==> config.mk <==
export PLATFORM = sky130hd
export DESIGN_NAME = rational_arith_unit
export DESIGN_NICKNAME = d
export VERILOG_FILES = /design/src/rtl/rau_pkg.sv /design/src/rtl/rau_divider.sv /design/src/rtl/rational_arith_unit.sv
export SDC_FILE = /design/constraint.sdc
export NUM_CORES = 2
export LEC_CHECK = 0
export ABC_AREA = 1
export ABC_CLOCK_PERIOD_IN_PS = 11250
export BUFFER_PORTS_ARGS = -buffer_cell sky130_fd_sc_hd__buf_2
export CAP_MARGIN = 40
export CELL_PAD_IN_SITES_DETAIL_PLACEMENT = 1
export CELL_PAD_IN_SITES_GLOBAL_PLACEMENT = 1
export CORE_ASPECT_RATIO = 1.4
export CORE_MARGIN = 2
export CORE_UTILIZATION = 30
export CTS_BUF_LIST = sky130_fd_sc_hd__clkbuf_4
export CTS_CLUSTER_SIZE = 16
export DETAILED_ROUTE_END_ITERATION = 10
export GPL_TIMING_DRIVEN = 0
export PLACE_DENSITY = 0.6
export REMOVE_ABC_BUFFERS = 1
export SYNTH_ARGS = -nofsm -noshare
export SYNTH_HDL_FRONTEND = slang
export SYNTH_SLANG_ARGS = --single-unit
export TNS_END_PERCENT = 30
==> constraint.sdc <==
create_clock -name clk -period 11.25 [get_ports clk]
set_input_delay 0.5625 -clock clk [delete_from_list [all_inputs] [get_ports clk]]
set_output_delay 0.5625 -clock clk [all_outputs]
set_load 0.01 [all_outputs]
==> src/rtl/rau_pkg.sv <==
// Shared types and constants for the rational arithmetic unit.
package rau_pkg;

    localparam int OPERAND_WIDTH_DEF = 16;
    localparam int NUM_OUT_W = 33;
    localparam int DEN_OUT_W = 31;
    localparam int CMD_W = 2;

    typedef enum logic [1:0] {
        CMD_ADD = 2'd0,
        CMD_SUB = 2'd1,
        CMD_MUL = 2'd2,
        CMD_DIV = 2'd3
    } cmd_t;

    // Request to the shared divider and its reply.
    typedef struct packed {
        logic start;
    } div_ctrl_t;

    typedef struct packed {
        logic done;
    } div_stat_t;

endpackage

==> src/rtl/rau_divider.sv <==
// Restoring divider, one quotient bit per cycle, shared by GCD and reduction.
module rau_divider #(
    parameter int W = 64
) (
    input  logic                clk,
    input  logic                rst_n,
    input  rau_pkg::div_ctrl_t  ctrl,
    input  logic [W-1:0]        dividend,
    input  logic [W-1:0]        divisor,
    output rau_pkg::div_stat_t  stat,
    output logic [W-1:0]        quotient,
    output logic [W-1:0]        remainder
);
    import rau_pkg::*;

    localparam int CW = $clog2(W + 1);

    logic [W-1:0]  quo_reg, quo_next;
    logic [W-1:0]  rem_reg, rem_next;
    logic [W-1:0]  dvs_reg, dvs_next;
    logic [CW-1:0] cnt_reg, cnt_next;
    logic          busy_reg, busy_next;
    logic          done_reg, done_next;
    logic [W:0]    trial;
    logic [W:0]    diff;

    always_comb
    begin
        quo_next  = quo_reg;
        rem_next  = rem_reg;
        dvs_next  = dvs_reg;
        cnt_next  = cnt_reg;
        busy_next = busy_reg;
        done_next = 1'b0;
        trial     = {rem_reg, quo_reg[W-1]};
        diff      = trial - {1'b0, dvs_reg};
        if (ctrl.start)
        begin
            quo_next  = dividend;
            rem_next  = '0;
            dvs_next  = divisor;
            cnt_next  = CW'(W);
            busy_next = 1'b1;
        end
        else if (busy_reg)
        begin
            if (!diff[W])
            begin
                rem_next = diff[W-1:0];
                quo_next = {quo_reg[W-2:0], 1'b1};
            end
            else
            begin
                rem_next = trial[W-1:0];
                quo_next = {quo_reg[W-2:0], 1'b0};
            end
            cnt_next = cnt_reg - 1'b1;
            if (cnt_reg == CW'(1))
            begin
                busy_next = 1'b0;
                done_next = 1'b1;
            end
        end
    end

    always_ff @(posedge clk or negedge rst_n)
    begin
        if (!rst_n)
        begin
            busy_reg <= 1'b0;
            done_reg <= 1'b0;
            cnt_reg  <= '0;
        end
        else
        begin
            busy_reg <= busy_next;
            done_reg <= done_next;
            cnt_reg  <= cnt_next;
        end
    end

    always_ff @(posedge clk)
    begin
        quo_reg <= quo_next;
        rem_reg <= rem_next;
        dvs_reg <= dvs_next;
    end

    assign stat.done = done_reg;
    assign quotient  = quo_reg;
    assign remainder = rem_reg;

endmodule

==> src/rtl/rational_arith_unit.sv <==
// Top level: rational add, subtract, multiply, divide with GCD reduction.
// One request at a time. Cross products are formed one multiply per cycle
// (states ST_MUL0, ST_MUL1, ST_MUL2), then the Euclidean GCD runs on a shared
// restoring divider, and two more divides reduce numerator and denominator. The
// next request is taken the cycle after the result has been handed over; a zero
// raw denominator gives 0/1 with div_error set.
module rational_arith_unit #(
    parameter int OPERAND_WIDTH = rau_pkg::OPERAND_WIDTH_DEF
) (
    input  logic        clk,
    input  logic        rst_n,
    input  logic        s_tvalid,
    output logic        s_tready,
    // {b_den[15], b_num[16], a_den[15], a_num[16]} from high bits down, zero padded
    input  logic [63:0] s_tdata,
    // cmd
    input  logic [1:0]  s_tuser,
    output logic        m_tvalid,
    input  logic        m_tready,
    // res_num[33], res_den[31] from low bits up
    output logic [63:0] m_tdata,
    // div_error
    output logic        m_tuser
);
    import rau_pkg::*;

    localparam int OW = OPERAND_WIDTH;
    localparam int DENW = OW - 1;           // operand denominator width
    localparam int PW = 2 * OW + 1;         // magnitude width of raw results
    localparam int DW = PW + 1;             // divider width

    typedef enum logic [3:0] {
        ST_IDLE, ST_MUL0, ST_MUL1, ST_MUL2, ST_PREP, ST_GCD, ST_GWAIT,
        ST_RNUM, ST_RNWAIT, ST_RDEN, ST_RDWAIT, ST_OUT
    } state_t;

    state_t          state_reg, state_next;
    logic [1:0]      cmd_reg;
    logic signed [OW-1:0] an_reg, bn_reg;
    logic signed [OW:0]   ad_reg, bd_reg;
    logic signed [PW:0]   p0_reg, p1_reg, d_reg;
    logic [DW-1:0]   x_reg, y_reg, mn_reg, md_reg, g_reg;
    logic            neg_reg, err_reg;
    logic [NUM_OUT_W-1:0] rn_reg;
    logic [DEN_OUT_W-1:0] rd_reg;

    logic signed [OW:0]   mul_a, mul_b;
    logic signed [2*OW+1:0] mul_p;
    logic signed [PW:0]   nsum;

    div_ctrl_t       dctl;
    div_stat_t       dst;
    logic [DW-1:0]   ddvd, ddvs, dquo, drem;

    rau_divider #(.W(DW)) u_div (
        .clk(clk), .rst_n(rst_n), .ctrl(dctl), .dividend(ddvd), .divisor(ddvs),
        .stat(dst), .quotient(dquo), .remainder(drem)
    );

    // single shared multiplier
    always_comb
    begin
        mul_a = ad_reg;
        mul_b = bd_reg;
        unique case (state_reg)
            ST_MUL0:
            begin
                mul_a = {an_reg[OW-1], an_reg};
                mul_b = (cmd_t'(cmd_reg) == CMD_MUL) ? {bn_reg[OW-1], bn_reg} : bd_reg;
            end
            ST_MUL1:
            begin
                mul_a = {bn_reg[OW-1], bn_reg};
                mul_b = ad_reg;
            end
            default:
            begin
                mul_a = ad_reg;
                mul_b = (cmd_t'(cmd_reg) == CMD_DIV) ? {bn_reg[OW-1], bn_reg} : bd_reg;
            end
        endcase
    end
    assign mul_p = mul_a * mul_b;

    always_comb
    begin
        unique case (cmd_t'(cmd_reg))
            CMD_ADD: nsum = p0_reg + p1_reg;
            CMD_SUB: nsum = p0_reg - p1_reg;
            default: nsum = p0_reg;
        endcase
    end

    assign s_tready = (state_reg == ST_IDLE);
    assign m_tvalid = (state_reg == ST_OUT);
    assign m_tdata  = {rd_reg, rn_reg};
    assign m_tuser  = err_reg;

    always_comb
    begin
        dctl.start = 1'b0;
        ddvd = x_reg;
        ddvs = y_reg;
        unique case (state_reg)
            ST_GCD:
            begin
                // larger value modulo the smaller one; no step once either is zero
                dctl.start = (x_reg != '0) && (y_reg != '0);
                ddvd = (x_reg > y_reg) ? x_reg : y_reg;
                ddvs = (x_reg > y_reg) ? y_reg : x_reg;
            end
            ST_RNUM:
            begin
                dctl.start = 1'b1;
                ddvd = mn_reg;
                ddvs = g_reg;
            end
            ST_RDEN:
            begin
                dctl.start = 1'b1;
                ddvd = md_reg;
                ddvs = g_reg;
            end
            default: ;
        endcase
    end

    always_comb
    begin
        state_next = state_reg;
        unique case (state_reg)
            ST_IDLE:   if (s_tvalid) state_next = ST_MUL0;
            ST_MUL0:   state_next = ST_MUL1;
            ST_MUL1:   state_next = ST_MUL2;
            ST_MUL2:   state_next = ST_PREP;
            ST_PREP:   state_next = (d_reg == '0) ? ST_OUT : ST_GCD;
            ST_GCD:
            begin
                if (x_reg == '0 || y_reg == '0) state_next = ST_RNUM;
                else state_next = ST_GWAIT;
            end
            ST_GWAIT:  if (dst.done) state_next = ST_GCD;
            ST_RNUM:   state_next = ST_RNWAIT;
            ST_RNWAIT: if (dst.done) state_next = ST_RDEN;
            ST_RDEN:   state_next = ST_RDWAIT;
            ST_RDWAIT: if (dst.done) state_next = ST_OUT;
            ST_OUT:    if (m_tready) state_next = ST_IDLE;
            default:   state_next = ST_IDLE;
        endcase
    end

    // State and payload; in the GCD loop x keeps the smaller value and y takes
    // the remainder of the larger one by it.
    always_ff @(posedge clk or negedge rst_n)
    begin
        if (!rst_n)
        begin
            state_reg <= ST_IDLE;
            cmd_reg   <= '0;
            an_reg    <= '0;
            ad_reg    <= '0;
            bn_reg    <= '0;
            bd_reg    <= '0;
            p0_reg    <= '0;
            p1_reg    <= '0;
            d_reg     <= '0;
            x_reg     <= '0;
            y_reg     <= '0;
            mn_reg    <= '0;
            md_reg    <= '0;
            g_reg     <= '0;
            neg_reg   <= 1'b0;
            err_reg   <= 1'b0;
            rn_reg    <= '0;
            rd_reg    <= '0;
        end
        else
        begin
            state_reg <= state_next;
            unique case (state_reg)
                ST_IDLE:
                begin
                    cmd_reg <= s_tuser;
                    an_reg  <= OW'(s_tdata[15:0]);
                    ad_reg  <= {2'b00, DENW'(s_tdata[30:16])};
                    bn_reg  <= OW'(s_tdata[46:31]);
                    bd_reg  <= {2'b00, DENW'(s_tdata[61:47])};
                end
                ST_MUL0: p0_reg <= mul_p[PW:0];
                ST_MUL1: p1_reg <= mul_p[PW:0];
                ST_MUL2:
                begin
                    d_reg  <= mul_p[PW:0];
                    p0_reg <= nsum;
                end
                ST_PREP:
                begin
                    neg_reg <= p0_reg[PW] ^ d_reg[PW];
                    mn_reg  <= p0_reg[PW] ? DW'(-p0_reg) : DW'(p0_reg);
                    md_reg  <= d_reg[PW] ? DW'(-d_reg) : DW'(d_reg);
                    x_reg   <= p0_reg[PW] ? DW'(-p0_reg) : DW'(p0_reg);
                    y_reg   <= d_reg[PW] ? DW'(-d_reg) : DW'(d_reg);
                    err_reg <= (d_reg == '0);
                    rn_reg  <= '0;
                    rd_reg  <= DEN_OUT_W'(1);
                end
                ST_GCD:
                begin
                    g_reg <= (x_reg != '0) ? x_reg : y_reg;
                    if (x_reg > y_reg)
                    begin
                        x_reg <= y_reg;
                        y_reg <= x_reg;
                    end
                end
                ST_GWAIT:
                    if (dst.done)
                        y_reg <= drem;
                ST_RNWAIT:
                    if (dst.done)
                    begin
                        rn_reg <= neg_reg ? -NUM_OUT_W'(dquo) : NUM_OUT_W'(dquo);
                        mn_reg <= dquo;
                    end
                ST_RDWAIT:
                    if (dst.done)
                        rd_reg <= (mn_reg == '0) ? DEN_OUT_W'(1) : DEN_OUT_W'(dquo);
                default: ;
            endcase
        end
    end

endmodule

======== Yosys cells after proc, flatten, opt, wreduce, memory -nomap -nowiden ========
Index checks and enable logic that the tools add are counted.
operators by class
  reduce and logical (&&, ||, !) cells .... 22
  bitwise logic cells ..................... 1
  mux-type cells .......................... 45
  add/sub/neg operators ................... 7
  $lt $le $gt $ge ......................... 1
  multipliers ............................. 1
  equal/unequal tests ..................... 21
operators with widths
  cell                                                              count
  34-bit two-way mux                                                10
  34-bit one-hot mux with 2 select lines                            5
  34-bit one-hot mux with 3 select lines                            2
  34-bit zero test                                                  4
  34-bit negator                                                    2
  17-bit one-hot mux with 2 select lines                            2
  34-bit nonzero test                                               2
  33-bit two-way mux                                                2
  33-bit one-hot mux with 2 select lines                            1
  31-bit two-way mux                                                2
  31-bit one-hot mux with 2 select lines                            1
  4-bit one-hot mux with 12 select lines                            1
  35-bit by 34-bit subtractor with 35-bit output                    1
  34-bit adder                                                      1
  34-bit > comparator                                               1
  17-bit by 17-bit multiplier with 34-bit output                    1
  17-bit two-way mux                                                2
  34-bit subtractor                                                 1
  33-bit negator                                                    1
  4-bit two-way mux                                                 6
  4-bit by 3-bit == test with 1-bit output (second input constant)  4
  4-bit == test (second input constant)                             4
  6-bit two-way mux                                                 2
  2-bit nonzero test                                                5
  20 further kinds                                                  35
storage, ports and cells
  flip-flop bits (word level) ............. 516
  input bits .............................. 70
  word-level logic and storage cells ...... 122
  output and inout port bits .............. 67

======== Longest topological paths before layout ========
  depth after elaboration ................. 5
  mapped depth ............................ 38
  mapped depth without buffers ............ 35

======== Modules after synthesis ========
From an unflattened synthesis, not the netlist that was laid out.
unflattened totals
  cells, all modules ...................... 6,292
  area total of the unflattened synthesis .. 44,941.9 um^2
modules (own cells, without submodules)
  module               area an instance (um^2)  sequential area each (um^2)  instances  cells an instance
  rational_arith_unit  37,865.1                 10,159.7                     1          5,275
  rau_divider          7,076.8                  2,922.8                      1          1,017

======== Least setup slack after synthesis ========
No wires, ideal clock.
  path type ............................... register -> register
  from .................................... register state_reg[0]
  to ...................................... register p0_reg[33]
  stages on the path, launching flop included .. 29
  setup time .............................. 118 ps
  period minus slack after synthesis ...... 6,519 ps
  path buffers ............................ 4
  setup slack ............................. 4,731 ps
  arrival time ............................ 6,402 ps
  data required time ...................... 11,132 ps
  cell sequence ........................... dfrtp_1 buf_4 inv_2 nor2_2 nand2_1 buf_4 buf_4 o22ai_2 buf_4 nand2_1 inv_1 fa_1 inv_1 fa_1 inv_1 fa_1 fa_1 inv_1 fa_1 fa_1 inv_1 ha_1 inv_1 nor4_1 nand3_1 nand3_1 nand3_1 nand3_1 nand2_1
on the way
  longest elaborated chain between the ends .. 4
  elaborated cells between the ends (all ways) .. 10
  those cells by class .................... mul: 1; eq/ne: 4; mux: 3; reduce/logical: 2
RTL lines
  item                                                                                                  RTL line                                               text
  from (decl)                                                                                           rational_arith_unit.sv:37                              state_t state_reg, state_next;
  from (signal assigned)                                                                                rational_arith_unit.sv:179                             state_reg <= state_next;
  4-bit by 2-bit == test with 1-bit output or 4-bit by 1-bit == test with 1-bit output (tied branches)  rational_arith_unit.sv:65, rational_arith_unit.sv:180
  17-bit one-hot mux with 2 select lines                                                                rational_arith_unit.sv:65                              unique case (state_reg)
  17-bit by 17-bit multiplier with 34-bit output                                                        rational_arith_unit.sv:83                              assign mul_p = mul_a * mul_b;
  34-bit one-hot mux with 2 select lines                                                                rational_arith_unit.sv:180                             unique case (state_reg)
  to (signal assigned)                                                                                  rational_arith_unit.sv:189                             ST_MUL0: p0_reg <= mul_p[PW:0];
  to (signal assigned)                                                                                  rational_arith_unit.sv:194                             p0_reg <= nsum;
  to (decl)                                                                                             rational_arith_unit.sv:41                              logic signed [PW:0] p0_reg, p1_reg, d_reg;
Several ways; a longest one is shown, not always the timed one.
A chain may end at the register's enable or synchronous reset.

======== Worst setup path after layout ========
  from .................................... register state_reg[0]
  to ...................................... register p0_reg[32]
The elaborated chain is that of the path after synthesis.

==> out/summary.txt <==
status: complete, no violations
Port Buffers: 134
Post-CTS Setup Bufs: 0
synthesized area: 0.0449 mm2
GR Overflow Total: 0
Final Net Count: 6935
Seq cells post-synth: 516
sequential share of the synthesized area: 29.1%
setup_tns: 0 ps
fin area: 0.0510 mm2
RSZ-0062 raised after global routing: false
Resized cells post-CTS: 0
die width: 331 um
dpl hpwl: 150 mm
Fmax achieved: 0.106 GHz
vias: 43200
vias per cell: 5.10
most common cell in the netlist: nand2_1
Yosys warning count: 0
Place WS: 1610 ps
Post-Route Utilization: 34.2%
pwr/cell area: 77.1 mW/mm2
drc violations: 0
r2r setup slk: 1800 ps
slew margin rel.: 31.5%
row cnt: 168
Hold Buf Count CTS: 70
largest net degree at the start of global routing: 106
gr usage total: 25.3%
crit path time final: 9450 ps
Area growth syn-to-layout: 13.6%
clock sinks: 516
Final Cycle Share: 84.0%
HP Class: in -> reg
DR pass1 iterations: 6
Synth top area share: 23.1%
pins over their slew limit: 0
CP Class: reg -> reg
Worst Clk Skew: 102 ps
io pins: 137
final setup margin: 1800 ps
total CTS buffers: 151
synth top area cells: dfrtp_1, nand2_1, fa_1, inv_1, ha_1
Fin. Hold Viols: 0
clock buffer depth: 3
Netlist cell types: 60
Synth Instances: 6195
Slew @ Worst Pin: 1020 ps
Most used DFF post-synth: dfrtp_1
crit path launch type: flip-flop
Post-synth EDFFs: 68
Synth async-reset ratio: 80.2%
Max Cap Violations: 0
Worst EP arrival: 10510 ps
die area: 0.153 mm2
number of global-route vias before repair: 46600
Initial Util: 30.1%
TritonCTS clock tree: yes
ANT nets after route: 0
CP max stage cell: dfrtp_1
Final setup viols: 0
final WL: 191 mm
Largest stage delay, worst path: 590 ps
htree depth: 4
final RePlAce weighted congestion: 0.913
first-pass GRT wire length: 289 mm
Post-synth top cells: nand2_1, inv_1, nand3_1
DR iter-0 viols: 2447
layout cells sized above 1: 8.74%
peak ir drop on the vdd network: 0.0000844 V
Avg Inst Size Synth: 7.25 um2
clk_lat worst skew: 1260 ps
most frequent CP cell: inv_1
CTS root buf: clkbuf_4
CORE AREA: 0.149 mm2
LEAKAGE: 27.0 nW
routed len/inst: 22.5 um
Reg clk slew, reported paths: 70 ps
crit-path max FO: 46
Die H: 462 um
placed inst area: 0.0482 mm2
initial antenna violation count: 5
worst endpoint required time: 12310 ps
total power: 3.94 mW
area leader, netlist: dfrtp_1
crit end category: flip-flop
-- layer usage --
metal | vias to the layer above | wire, um | track usage [%]
met2 | 930 | 100000 | 46.8
met1 | 21700 | 72500 | 27.2
met5 | - | 27 | 0
met3 | 422 | 6630 | 3.70
li1 | 20200 | - | -
met4 | 4 | 11900 | 14.4
-- power breakdown --
group          total [mW]  switching (mW)  leakage [nW]  internal (mW)
sequential           1.88               0          6.14           1.88
combinational      0.0712          0.0424          19.7         0.0288
clock                1.98           0.988          1.20          0.993
-- metrics by stage --
step | cells | hold WS (ps)
2_1_floorplan | 5951 | 267
3_3_place_gp | 8040 | 454
3_5_place_dp | 8114 | 466
4_1_cts | 8460 | 4.65
5_1_grt | 8471 | 63.2
6_report | 8475 | 132
-- area by class of cell --
class	instances	area (um2)
well taps	1955	2450
repair buffers	281	2730
flip-flops and latches	516	13100
multi-input cells	4393	26800
inverters	1042	3920
clock inverters	45	289
clock buffers	231	1730
diodes	12	30.0
fillers	18600	98200
-- cells by family after synthesis --
family | Yosys count | share of synthesized area, %
simple gates | 2771 | 25.9
buf+inv | 1286 | 11.4
compound gates | 1001 | 12.7
flops | 516 | 29.1
fa+ha+maj | 480 | 18.2
xor+xnor | 141 | 2.75
-- layout by cell type (no fill, tap or decap), types with 12 or more instances in the layout --
cell,instances
o22ai_1,26
nand2_1,1620
buf_4,17
clkinv_1,26
xor2_1,101
nand3b_1,12
o21ai_1,13
a21oi_1,325
dlygate4sd3_1,69
buf_16,22
diode_2,12
inv_1,1007
nor2_1,474
o21ai_0,391
nand4_1,64
o21bai_1,16
nand3_1,479
a31oi_1,57
fa_1,288
edfxtp_1,68
inv_2,30
ha_1,192
clkbuf_4,231
dfxtp_1,34
buf_2,133
nor3_1,30
buf_12,17
nor4_1,31
a21boi_0,28
o211ai_1,74
xnor2_1,40
dfrtp_1,414
-- worst max-delay path, delay by kind of cell (launching register included) --
family                     cells  cell delay (ps)
adders and majority gates      7             3490
and+or+nand+nor               10             2110
buffers and inverters         10             1870
AOI/OAI and AO/OA              5             1150
DFF                            1              590
-- worst paths after layout --
| check | endpoint | start | cells after the start |
|---|---|---|---|
| worst max register to register | p0_reg[32] | state_reg[0] | 32 |
| worst max-delay path | p0_reg[32] | state_reg[0] | 32 |
| worst min-delay path | bd_reg[11] | s_tdata[58] | 4 |
| min in group asynchronous | x_reg[14] | rst_n | 4 |
| worst min register to register | rn_reg[2] | rn_reg[2] | 2 |
| max in group asynchronous | rn_reg[23] | rst_n | 5 |
Power figures use the tool's default switching activity.
